[src/sfb_pkg.sv]
package sfb_pkg;

	localparam int unsigned COORD_W         = 12;
	localparam int unsigned RATIO_BITS_DEF  = 16;
	localparam int unsigned CFG_IDX_W       = 3;

	typedef logic [COORD_W-1:0] coord_t;

	typedef enum logic [CFG_IDX_W-1:0] {
		REG_SRC_LEFT   = 3'd0,
		REG_SRC_RIGHT  = 3'd1,
		REG_SRC_TOP    = 3'd2,
		REG_SRC_BOTTOM = 3'd3,
		REG_DST_LEFT   = 3'd4,
		REG_DST_RIGHT  = 3'd5,
		REG_DST_TOP    = 3'd6,
		REG_DST_BOTTOM = 3'd7
	} reg_idx_t;

	typedef struct packed {
		coord_t src_left;
		coord_t src_right;
		coord_t src_top;
		coord_t src_bottom;
		coord_t dst_left;
		coord_t dst_right;
		coord_t dst_top;
		coord_t dst_bottom;
	} geom_t;

	typedef struct packed {
		coord_t sw;
		coord_t sh;
		coord_t dw;
		coord_t dh;
	} ext_t;

	function automatic coord_t extent(input coord_t a, input coord_t b);
		return (a > b) ? coord_t'(a - b) : coord_t'(b - a);
	endfunction

	// mirrored axis counts down from the first edge
	function automatic coord_t place(input coord_t first, input coord_t second,
		input coord_t off);
		return (first > second) ? coord_t'(first - off - coord_t'(1)) :
			coord_t'(first + off);
	endfunction

endpackage

[src/sfb_divider.sv]
module sfb_divider #(
	parameter int unsigned RATIO_BITS = sfb_pkg::RATIO_BITS_DEF
) (
	input  logic                                   clk,
	input  logic                                   arst_n,
	input  logic                                   start,
	input  sfb_pkg::coord_t                        num,
	input  sfb_pkg::coord_t                        den,
	output logic                                   busy,
	output logic [sfb_pkg::COORD_W+RATIO_BITS-1:0] ratio
);

	localparam int unsigned NW = sfb_pkg::COORD_W + RATIO_BITS;
	localparam int unsigned CW = $clog2(NW + 1);

	logic [NW-1:0]                 acc_q;
	sfb_pkg::coord_t               rem_q;
	logic [CW-1:0]                 cnt_q;
	logic                          busy_q;
	logic [NW-1:0]                 ratio_q;
	logic [sfb_pkg::COORD_W:0]     rem_sh;
	logic                          ge;
	logic [sfb_pkg::COORD_W:0]     rem_n;
	logic [NW-1:0]                 acc_n;

	assign rem_sh = {rem_q, acc_q[NW-1]};
	assign ge     = rem_sh >= {1'b0, den};
	assign rem_n  = ge ? (rem_sh - {1'b0, den}) : rem_sh;
	assign acc_n  = {acc_q[NW-2:0], ge};

	always_ff @(posedge clk or negedge arst_n) begin
		if (!arst_n) begin
			busy_q <= 1'b0;
			cnt_q  <= '0;
		end else if (start) begin
			busy_q <= 1'b1;
			cnt_q  <= CW'(NW);
		end else if (busy_q) begin
			cnt_q <= cnt_q - CW'(1);
			if (cnt_q == CW'(1)) begin
				busy_q <= 1'b0;
			end
		end
	end

	always_ff @(posedge clk) begin
		if (start) begin
			acc_q <= {num, {RATIO_BITS{1'b0}}};
			rem_q <= '0;
		end else if (busy_q) begin
			acc_q <= acc_n;
			rem_q <= rem_n[sfb_pkg::COORD_W-1:0];
			if (cnt_q == CW'(1)) begin
				ratio_q <= acc_n + NW'(1);
			end
		end
	end

	assign busy  = busy_q;
	assign ratio = ratio_q;

endmodule

[src/sfb_pipe.sv]
module sfb_pipe #(
	parameter int unsigned RATIO_BITS = sfb_pkg::RATIO_BITS_DEF
) (
	input  logic                                   clk,
	input  logic                                   arst_n,
	input  sfb_pkg::geom_t                         geom,
	input  sfb_pkg::ext_t                          ext,
	input  logic [sfb_pkg::COORD_W+RATIO_BITS-1:0] ratio_x,
	input  logic [sfb_pkg::COORD_W+RATIO_BITS-1:0] ratio_y,
	input  logic                                   in_valid,
	output logic                                   in_ready,
	input  sfb_pkg::coord_t                        col_offset,
	input  sfb_pkg::coord_t                        row_offset,
	output logic                                   out_valid,
	input  logic                                   out_stall,
	output sfb_pkg::coord_t                        dest_x,
	output sfb_pkg::coord_t                        dest_y,
	output sfb_pkg::coord_t                        source_x,
	output sfb_pkg::coord_t                        source_y,
	output logic                                   in_range
);

	localparam int unsigned CW = sfb_pkg::COORD_W;
	localparam int unsigned PW = 2 * CW + RATIO_BITS;

	logic            v_s1, v_s2, v_s3;
	logic            adv1, adv2, adv3;
	sfb_pkg::coord_t col_s1, row_s1, dx_s1, dy_s1;
	logic            rng_s1, rng_s2;
	sfb_pkg::coord_t dx_s2, dy_s2, scx_s2, scy_s2;
	sfb_pkg::coord_t dx_s3, dy_s3, sx_s3, sy_s3;
	logic            rng_s3;
	logic [PW-1:0]   prod_x, prod_y;

	assign adv3     = !v_s3 || !out_stall;
	assign adv2     = !v_s2 || adv3;
	assign adv1     = !v_s1 || adv2;
	assign in_ready = adv1;

	assign prod_x = PW'(col_s1) * PW'(ratio_x);
	assign prod_y = PW'(row_s1) * PW'(ratio_y);

	always_ff @(posedge clk or negedge arst_n) begin
		if (!arst_n) begin
			v_s1 <= 1'b0;
			v_s2 <= 1'b0;
			v_s3 <= 1'b0;
		end else begin
			if (adv1) begin
				v_s1 <= in_valid;
			end
			if (adv2) begin
				v_s2 <= v_s1;
			end
			if (adv3) begin
				v_s3 <= v_s2;
			end
		end
	end

	// s1: range check and destination placement
	always_ff @(posedge clk) begin
		if (adv1 && in_valid) begin
			col_s1 <= col_offset;
			row_s1 <= row_offset;
			rng_s1 <= (col_offset < ext.dw) && (row_offset < ext.dh);
			dx_s1  <= sfb_pkg::place(geom.dst_left, geom.dst_right, col_offset);
			dy_s1  <= sfb_pkg::place(geom.dst_top, geom.dst_bottom, row_offset);
		end
	end

	// s2: scale offsets by the ratio
	always_ff @(posedge clk) begin
		if (adv2 && v_s1) begin
			rng_s2 <= rng_s1;
			dx_s2  <= dx_s1;
			dy_s2  <= dy_s1;
			scx_s2 <= prod_x[RATIO_BITS+CW-1:RATIO_BITS];
			scy_s2 <= prod_y[RATIO_BITS+CW-1:RATIO_BITS];
		end
	end

	// s3: source placement, zero when out of range
	always_ff @(posedge clk) begin
		if (adv3 && v_s2) begin
			rng_s3 <= rng_s2;
			dx_s3  <= rng_s2 ? dx_s2 : '0;
			dy_s3  <= rng_s2 ? dy_s2 : '0;
			sx_s3  <= rng_s2 ? sfb_pkg::place(geom.src_left, geom.src_right, scx_s2) : '0;
			sy_s3  <= rng_s2 ? sfb_pkg::place(geom.src_top, geom.src_bottom, scy_s2) : '0;
		end
	end

	assign out_valid = v_s3;
	assign dest_x    = dx_s3;
	assign dest_y    = dy_s3;
	assign source_x  = sx_s3;
	assign source_y  = sy_s3;
	assign in_range  = rng_s3;

endmodule

[src/scaled_flip_blit_address_gen.sv]
// Nearest-neighbor scaling blit address generator with per-axis mirroring.
// Each item is a destination offset (col_offset, row_offset); the result is
// the absolute destination and nearest source coordinate plus in_range.
// Throughput is one item per clock unless in_stall or out_stall holds it; the
// datapath pipeline stages are range/destination, ratio multiply, source place.
// The per-axis ratios come from two bit-serial restoring dividers: after
// reset and after every configuration write, in_stall stays high while both
// ratios are recomputed.
module scaled_flip_blit_address_gen #(
	parameter int unsigned RATIO_BITS = sfb_pkg::RATIO_BITS_DEF
) (
	input  logic                          clk,
	input  logic                          arst_n,
	input  logic                          cfg_valid,
	output logic                          cfg_ready,
	input  logic [sfb_pkg::CFG_IDX_W-1:0] cfg_index,
	input  sfb_pkg::coord_t               cfg_data,
	input  logic                          in_valid,
	output logic                          in_stall,
	input  sfb_pkg::coord_t               col_offset,
	input  sfb_pkg::coord_t               row_offset,
	output logic                          out_valid,
	input  logic                          out_stall,
	output sfb_pkg::coord_t               dest_x,
	output sfb_pkg::coord_t               dest_y,
	output sfb_pkg::coord_t               source_x,
	output sfb_pkg::coord_t               source_y,
	output logic                          in_range
);

	localparam int unsigned RW = sfb_pkg::COORD_W + RATIO_BITS;

	sfb_pkg::geom_t  geom_q;
	sfb_pkg::ext_t   ext_c, ext_q;
	logic            start_q;
	logic            busy_x, busy_y;
	logic [RW-1:0]   ratio_x, ratio_y;
	logic            pipe_ready;
	logic            cfg_wr;

	assign cfg_ready = 1'b1;
	assign cfg_wr    = cfg_valid && cfg_ready;

	always_ff @(posedge clk or negedge arst_n) begin
		if (!arst_n) begin
			geom_q  <= '0;
			start_q <= 1'b1;
		end else begin
			start_q <= cfg_wr;
			if (cfg_wr) begin
				unique case (sfb_pkg::reg_idx_t'(cfg_index))
					sfb_pkg::REG_SRC_LEFT:   geom_q.src_left   <= cfg_data;
					sfb_pkg::REG_SRC_RIGHT:  geom_q.src_right  <= cfg_data;
					sfb_pkg::REG_SRC_TOP:    geom_q.src_top    <= cfg_data;
					sfb_pkg::REG_SRC_BOTTOM: geom_q.src_bottom <= cfg_data;
					sfb_pkg::REG_DST_LEFT:   geom_q.dst_left   <= cfg_data;
					sfb_pkg::REG_DST_RIGHT:  geom_q.dst_right  <= cfg_data;
					sfb_pkg::REG_DST_TOP:    geom_q.dst_top    <= cfg_data;
					sfb_pkg::REG_DST_BOTTOM: geom_q.dst_bottom <= cfg_data;
					default: ;
				endcase
			end
		end
	end

	always_comb begin
		ext_c.sw = sfb_pkg::extent(geom_q.src_left, geom_q.src_right);
		ext_c.sh = sfb_pkg::extent(geom_q.src_top, geom_q.src_bottom);
		ext_c.dw = sfb_pkg::extent(geom_q.dst_left, geom_q.dst_right);
		ext_c.dh = sfb_pkg::extent(geom_q.dst_top, geom_q.dst_bottom);
	end

	always_ff @(posedge clk) begin
		ext_q <= ext_c;
	end

	sfb_divider #(.RATIO_BITS(RATIO_BITS)) u_div_x (
		.clk    (clk),
		.arst_n (arst_n),
		.start  (start_q),
		.num    (ext_c.sw),
		.den    (ext_c.dw),
		.busy   (busy_x),
		.ratio  (ratio_x)
	);

	sfb_divider #(.RATIO_BITS(RATIO_BITS)) u_div_y (
		.clk    (clk),
		.arst_n (arst_n),
		.start  (start_q),
		.num    (ext_c.sh),
		.den    (ext_c.dh),
		.busy   (busy_y),
		.ratio  (ratio_y)
	);

	sfb_pipe #(.RATIO_BITS(RATIO_BITS)) u_pipe (
		.clk        (clk),
		.arst_n     (arst_n),
		.geom       (geom_q),
		.ext        (ext_q),
		.ratio_x    (ratio_x),
		.ratio_y    (ratio_y),
		.in_valid   (in_valid && !in_stall),
		.in_ready   (pipe_ready),
		.col_offset (col_offset),
		.row_offset (row_offset),
		.out_valid  (out_valid),
		.out_stall  (out_stall),
		.dest_x     (dest_x),
		.dest_y     (dest_y),
		.source_x   (source_x),
		.source_y   (source_y),
		.in_range   (in_range)
	);

	assign in_stall = !pipe_ready || start_q || busy_x || busy_y;

endmodule

[config.mk]
export PLATFORM = sky130hd
export DESIGN_NAME = scaled_flip_blit_address_gen
export DESIGN_NICKNAME = d
export VERILOG_FILES = /design/src/sfb_pkg.sv /design/src/sfb_divider.sv /design/src/sfb_pipe.sv /design/src/scaled_flip_blit_address_gen.sv
export SDC_FILE = /design/constraint.sdc
export NUM_CORES = 2
export LEC_CHECK = 0
export BUFFER_PORTS_ARGS = -buffer_cell sky130_fd_sc_hd__buf_2
export CAP_MARGIN = 0
export CELL_PAD_IN_SITES_DETAIL_PLACEMENT = 0
export CELL_PAD_IN_SITES_GLOBAL_PLACEMENT = 1
export CORE_UTILIZATION = 47
export CTS_BUF_LIST = sky130_fd_sc_hd__clkbuf_8
export DETAILED_ROUTE_END_ITERATION = 12
export PLACE_DENSITY_LB_ADDON = 0.1
export SKIP_LAST_GASP = 1
export SYNTH_ARGS = -nofsm -noshare
export SYNTH_HDL_FRONTEND = slang
export SYNTH_SLANG_ARGS = --single-unit
[constraint.sdc]
create_clock -name clk -period 5 [get_ports clk]
set_input_delay 1 -clock clk [delete_from_list [all_inputs] [get_ports clk]]
set_output_delay 1 -clock clk [all_outputs]
set_load 0.1 [all_outputs]
=== After elaboration in Yosys (flattened, before gate mapping) ===
Index checks and enable logic that the tools add are counted.
W data, S select, Z words.

* $add $sub $neg: 26
* Multiply operators: 2
* Magnitude comparators: 8
* Equality and inequality tests: 9
* Multiplexer cells: 24
* Bitwise logic cells: 1
* Reduce and logical (&&, ||, !) cells: 30

{| class="wikitable"
|+ Operators by type and width
! cell !! count
|-
| $sub A12 B12 Y12 || 14
|-
| $mux W12 || 10
|-
| $mux W28 || 4
|-
| $add A28 B1 Y28 const B || 2
|-
| $mul A12 B28 Y28 || 2
|-
| $add A12 B12 Y12 || 4
|-
| $gt A12 B12 Y1 || 4
|-
| $sub A12 B1 Y12 const B || 4
|-
| $ge A13 B12 Y1 || 2
|-
| $lt A12 B12 Y1 || 2
|-
| $mux W5 || 4
|-
| $reduce_and A2 Y1 || 8
|-
| $eq A3 B3 Y1 const B || 4
|-
| $eq A5 B1 Y1 const B || 2
|-
| $sub A5 B1 Y5 const B || 2
|-
| $eq A3 B2 Y1 const B || 2
|-
| $logic_not A1 Y1 || 6
|-
| $logic_or A1 B1 Y1 || 6
|-
| $mux W1 || 6
|-
| $reduce_and A3 Y1 || 2
|-
| $logic_and A1 B1 Y1 || 5
|-
| $reduce_bool A2 Y1 || 2
|-
| $eq A3 B1 Y1 const B || 1
|-
| $logic_not A3 Y1 || 1
|-
| $not A1 Y1 || 1
|}

* Flip-flop bits (word level): 419
* Input port bits: 44
* Output and inout port bits: 52
* Logic and storage cells: 141

=== Depth between registers and ports, before layout ===
* Word-level depth: 11
* Gate-level depth with buffers: 32
* Mapped depth without buffers: 28

=== Hierarchy ===
A second synthesis with hierarchy kept.

* Cell total of the unflattened synthesis: 4400
* Area, all modules: 41763.8 um^2

{| class="wikitable"
|+ By module, submodules not included
! module !! instances !! cells an instance !! area each (um^2) !! sequential area each (um^2)
|-
| sfb_pipe || 1 || 2698 || 25076.6 || 4489.3
|-
| scaled_flip_blit_address_gen || 1 || 912 || 8689.6 || 3389.5
|-
| sfb_divider || 2 || 395 || 3998.8 || 1911.8
|}

=== Least setup slack after synthesis ===
Ideal clock, no wire load.

* Kind: flip-flop to flip-flop
* Start: reg u_pipe.col_s1[3]
* End: reg u_pipe.scx_s2[11] (data pin)
* Library setup time: 0.260 ns
* Arrival time: 5.267 ns
* Data required time: 4.740 ns
* Path slack: -0.527 ns
* Cell stages (with the launch flop): 21
* Buffers on the path: 1
* Period minus slack after synthesis: 5.527 ns
* Cell sequence: edfxtp_1 > clkbuf_1 > nand2_1 > fa_1 > fa_1 > fa_1 > inv_1 > fa_1 > inv_1 > fa_1 > inv_1 > ha_1 > a21oi_1 > nor2_1 > a211oi_1 > o211ai_1 > a2111oi_0 > nor2_1 > a211o_1 > a21oi_1 > xnor2_1

* Word-level cells in the longest chain between the ends: 1

{| class="wikitable"
|+ RTL lines
! element !! line !! text
|-
| from (decl) || sfb_pipe.sv:28 || <nowiki>sfb_pkg::coord_t col_s1, row_s1, dx_s1, dy_s1;</nowiki>
|-
| from (signal assigned) || sfb_pipe.sv:64 || <nowiki>col_s1 <= col_offset;</nowiki>
|-
| $mul A12 B28 Y28 || sfb_pipe.sv:40 || <nowiki>assign prod_x = PW'(col_s1) * PW'(ratio_x);</nowiki>
|-
| net u_pipe.prod_x[27] || sfb_pipe.sv:33 || <nowiki>logic [PW-1:0] prod_x, prod_y;</nowiki>
|-
| to (signal assigned) || sfb_pipe.sv:78 || <nowiki>scx_s2 <= prod_x[RATIO_BITS+CW-1:RATIO_BITS];</nowiki>
|-
| to (decl) || sfb_pipe.sv:30 || <nowiki>sfb_pkg::coord_t dx_s2, dy_s2, scx_s2, scy_s2;</nowiki>
|}

The timed path passes the listed nets, and every way through them passes these cells.
A chain may end at the register's enable or synchronous reset.

=== Worst setup path after layout ===
* Start: reg u_pipe.col_s1[7]
* End: reg u_pipe.scx_s2[6] (data pin)

The elaborated chain is that of the path after synthesis.

==> results_dict.tcl <==
set metrics [dict create \
    r2r_end "u_pipe.scx_s2[6]" \
    wire_per_inst_um 17.64 \
    synth_flop_cell "edfxtp_1" \
    synth.area.top_cells "fa_1 21%, edfxtp_1 17%, ha_1 10%" \
    grt_max_degree 90 \
    timing.final.crit_share 1.102 \
    vias 29511 \
    wl_um 100900 \
    synth_adder_area_share 0.3106 \
    cts_max_level 3 \
    p_clk_frac 0.227 \
    dr.pass1.iters 5 \
    synth_top_area_share 0.2107 \
    final_nets 5352 \
    reg2reg_from "u_pipe.col_s1[7]" \
    hold_slack_ps 348.1 \
    drtIter0Drc 1625 \
    hold_violations 0 \
    port_buffers 94 \
    cp-end-kind "register" \
    ys_seq_area_frac 0.2853 \
    worst_slew_pin_slew_ps 1117 \
    criticalPathCategory "register to register" \
    combPwrFrac 0.471 \
    die_width_um 291.3 \
    drive_gt1_frac 0.1947 \
    ioPinCount 96 \
    fin_setup_tns_ps -6958 \
    place_ws_ps -745.3 \
    grt_pass1_vias 30021 \
    synth_edf_count 227 \
    ctsHoldBuffers 0 \
    synth_compound_area_frac 0.09154 \
    switchingPower_uw 5700 \
    design_power_total_uw 15170 \
    grt_overflow 0 \
    synth_most_common_cell "inv_1" \
    swShare 0.3758 \
    drv_cap 0 \
    syn_avg_cell_area_um2 9.456 \
    path_clk_slew_ps 60 \
    critPathLaunchType "register" \
    clock-root-buffer "clkbuf_8" \
    synth_nets 4932 \
    p_leak_uw 0.02205 \
    clk_latency_ps 690 \
    ir_drop_v 0.0002457 \
    synth_common_cells "719 x inv_1, 577 x nand2_1, 414 x fa_1" \
    rows 105 \
    crit_path_max_fanout 5 \
    synth_seq_cells 419 \
    drtAntennaViolNets 0 \
    grt_usage 0.2429 \
    synthMuxAreaShare 0.03445 \
    routabilityCongestion 0.8857 \
    synth_top_area_cell "fa_1" \
    synthSimpleGateAreaFrac 0.1409 \
    power_density_mw_per_mm2 325.2 \
    internal_power_uw 9466 \
    synth_cell_types 93 \
    violations "setup timing" \
    hold_path_class "input port to async pin" \
    die_h_um 291.3 \
    rrSetupSlack_ps -510 \
    cts.path.max_buffers 3 \
    status "finished, violations left" \
    numClockSinks 419 \
    via_per_inst 5.160 \
    syn_area_mm2 0.03934 \
    dieArea_mm2 0.08486 \
    synth_top_family_by_area "adder cells" \
    dpl.hpwl_um 79290 \
    clock_skew_ps 38.74 \
    rsz0062_at_grt "true" \
    crit_arrival_ps 5920 \
    maxClockFrequency_mhz 181.4 \
    grt_pass1_wl_um 162800 \
    reg2reg_depth 20 \
    coreArea_mm2 0.08250 \
    synthCells 4160 \
    start_util 0.4768 \
    drc 0 \
    antenna_found_initial 7 \
    yosysWarnings 0 \
    synth-xor-area-share 0.04876 \
    seqPwrFrac 0.302 \
    tritoncts "yes" \
    crit_required_ps 5410 \
    cts_buffers 79 \
    area_growth_pct 18.56 \
    finalCriticalPeriod_ps 5512 \
    setup_viol 30 \
    ys_async_sr_fraction 0.2673 \
    slew_headroom 0.2551 \
    fin_ws_ps -512.1 \
    drv_slew 0 \
]
[power groups by stage]
stage,Clock [uW],Sequential [uW],Combinational [uW]
6_report,3440,4580,7150
5_1_grt,3710,4630,7950
4_1_cts,3570,4570,6770
3_5_place_dp,0,4630,6650
3_3_place_gp,0,4620,6610
2_1_floorplan,0,4500,4550
[metal layers]
| layer | up-vias | GRT usage | wire length (um) |
|---|---|---|---|
| li1 | 14196 | - | - |
| met5 | - | 0 | 0 |
| met4 | 0 | 0.06736 | 2177 |
| met3 | 116 | 0.03230 | 4423 |
| met2 | 506 | 0.3920 | 46750 |
| met1 | 14693 | 0.3422 | 47500 |
[what timing repair did]
action,4_1_cts,5_1_grt
pin swaps,54,82
setup buffers,35,31
setup endpoints to repair,51,57
gates cloned,0,4
resized for setup,91,129
[sequential cells by signal, indices dropped and copies added (netlist names), 5 cells and up]
signal	flops
ext_q	24
u_div_x.ratio	28
u_pipe.source_y	12
u_div_x.rem_q	12
u_pipe.scx_s2	12
u_pipe.dest_x	12
u_pipe.dx_s2	12
u_div_y.acc_q	28
u_pipe.col_s1	12
u_pipe.dy_s2	12
u_pipe.row_s1	12
u_div_y.cnt_q	5
u_div_y.rem_q	12
geom_q	96
u_pipe.scy_s2	12
u_pipe.dx_s1	12
u_pipe.dest_y	12
u_div_y.ratio	28
u_div_x.cnt_q	5
u_div_x.acc_q	28
u_pipe.dy_s1	12
u_pipe.source_x	12
[layout make-up]
| type | count | area, um2 |
|---|---|---|
| tap | 1070 | 1339 |
| clock buffer | 90 | 1239 |
| fill | 7577 | 35870 |
| inverter | 721 | 2711 |
| sequential | 419 | 11230 |
| antenna | 2 | 5.005 |
| clock inverter | 58 | 372.9 |
| multi-input combinational | 2837 | 25660 |
| timing repair buffer | 522 | 4078 |
[worst max-delay path by stage]
stage,from,to,slack [ps],depth (start not counted)
finish,u_pipe.col_s1[7],u_pipe.scx_s2[6],-510,20
global route,u_pipe.col_s1[7],u_pipe.scx_s2[6],-710,20
detailed placement,u_div_x.ratio[6],u_pipe.scx_s2[9],-750,19
global placement,u_div_x.ratio[6],u_pipe.scx_s2[9],-730,19
CTS,u_pipe.col_s1[7],u_pipe.scx_s2[6],-500,21
floorplan,u_pipe.col_s1[7],u_pipe.scx_s2[11],-320,21
[per-stage QoR]
step,util,cell area (um2),std cells
2_1_floorplan,-,39740,4160
3_3_place_gp,0.5292,43660,5512
3_5_place_dp,0.5292,43660,5512
4_1_cts,0.5561,45880,5693
5_1_grt,0.5652,46630,5718
6_report,0.5653,46640,5719
[cell usage in the layout (no fill, tap or decap), types with 56 or more instances in the layout]
cell and n:
xor2_1 56, mux2i_1 65, o21ai_0 124, nand3_1 56, mux2_2 56, and2_1 148, inv_1 725, dfxtp_1 80
a21o_1 56, buf_2 95, nor2_1 171, ha_1 291, fa_1 398, xnor2_1 151, a21oi_1 140, clkbuf_8 90
buf_4 369, dfrtp_1 109, nand2_1 558, edfxtp_1 227
[cell families (layout without fill, tap and decap cells)]
group                    Yosys count  count (layout)
AND/OR/NAND/NOR                 1194            1194
buffers and inverters            906            1391
adder cells (fa/ha/maj)          728             728
AO/OA/AOI/OAI                    565             567
flip-flops                       419             419
XOR/XNOR                         219             219
multiplexers                     128             128
other                              1               3
[critical path, cell delays in order, from the launching register on]
cell and delay [ps]:
edfxtp_1 510, buf_6 160, nand2_4 40, fa_1 510, inv_2 50, fa_1 550, fa_1 430, fa_1 490
inv_1 50, fa_1 500, inv_2 50, ha_4 210, a211o_1 280, a21oi_2 120, o211ai_1 230, buf_4 230
a21o_1 180, o31a_1 260, a21oi_2 150, nor2b_1 60, o31a_1 220
No activity file was read; power rests on OpenSTA's default activity.
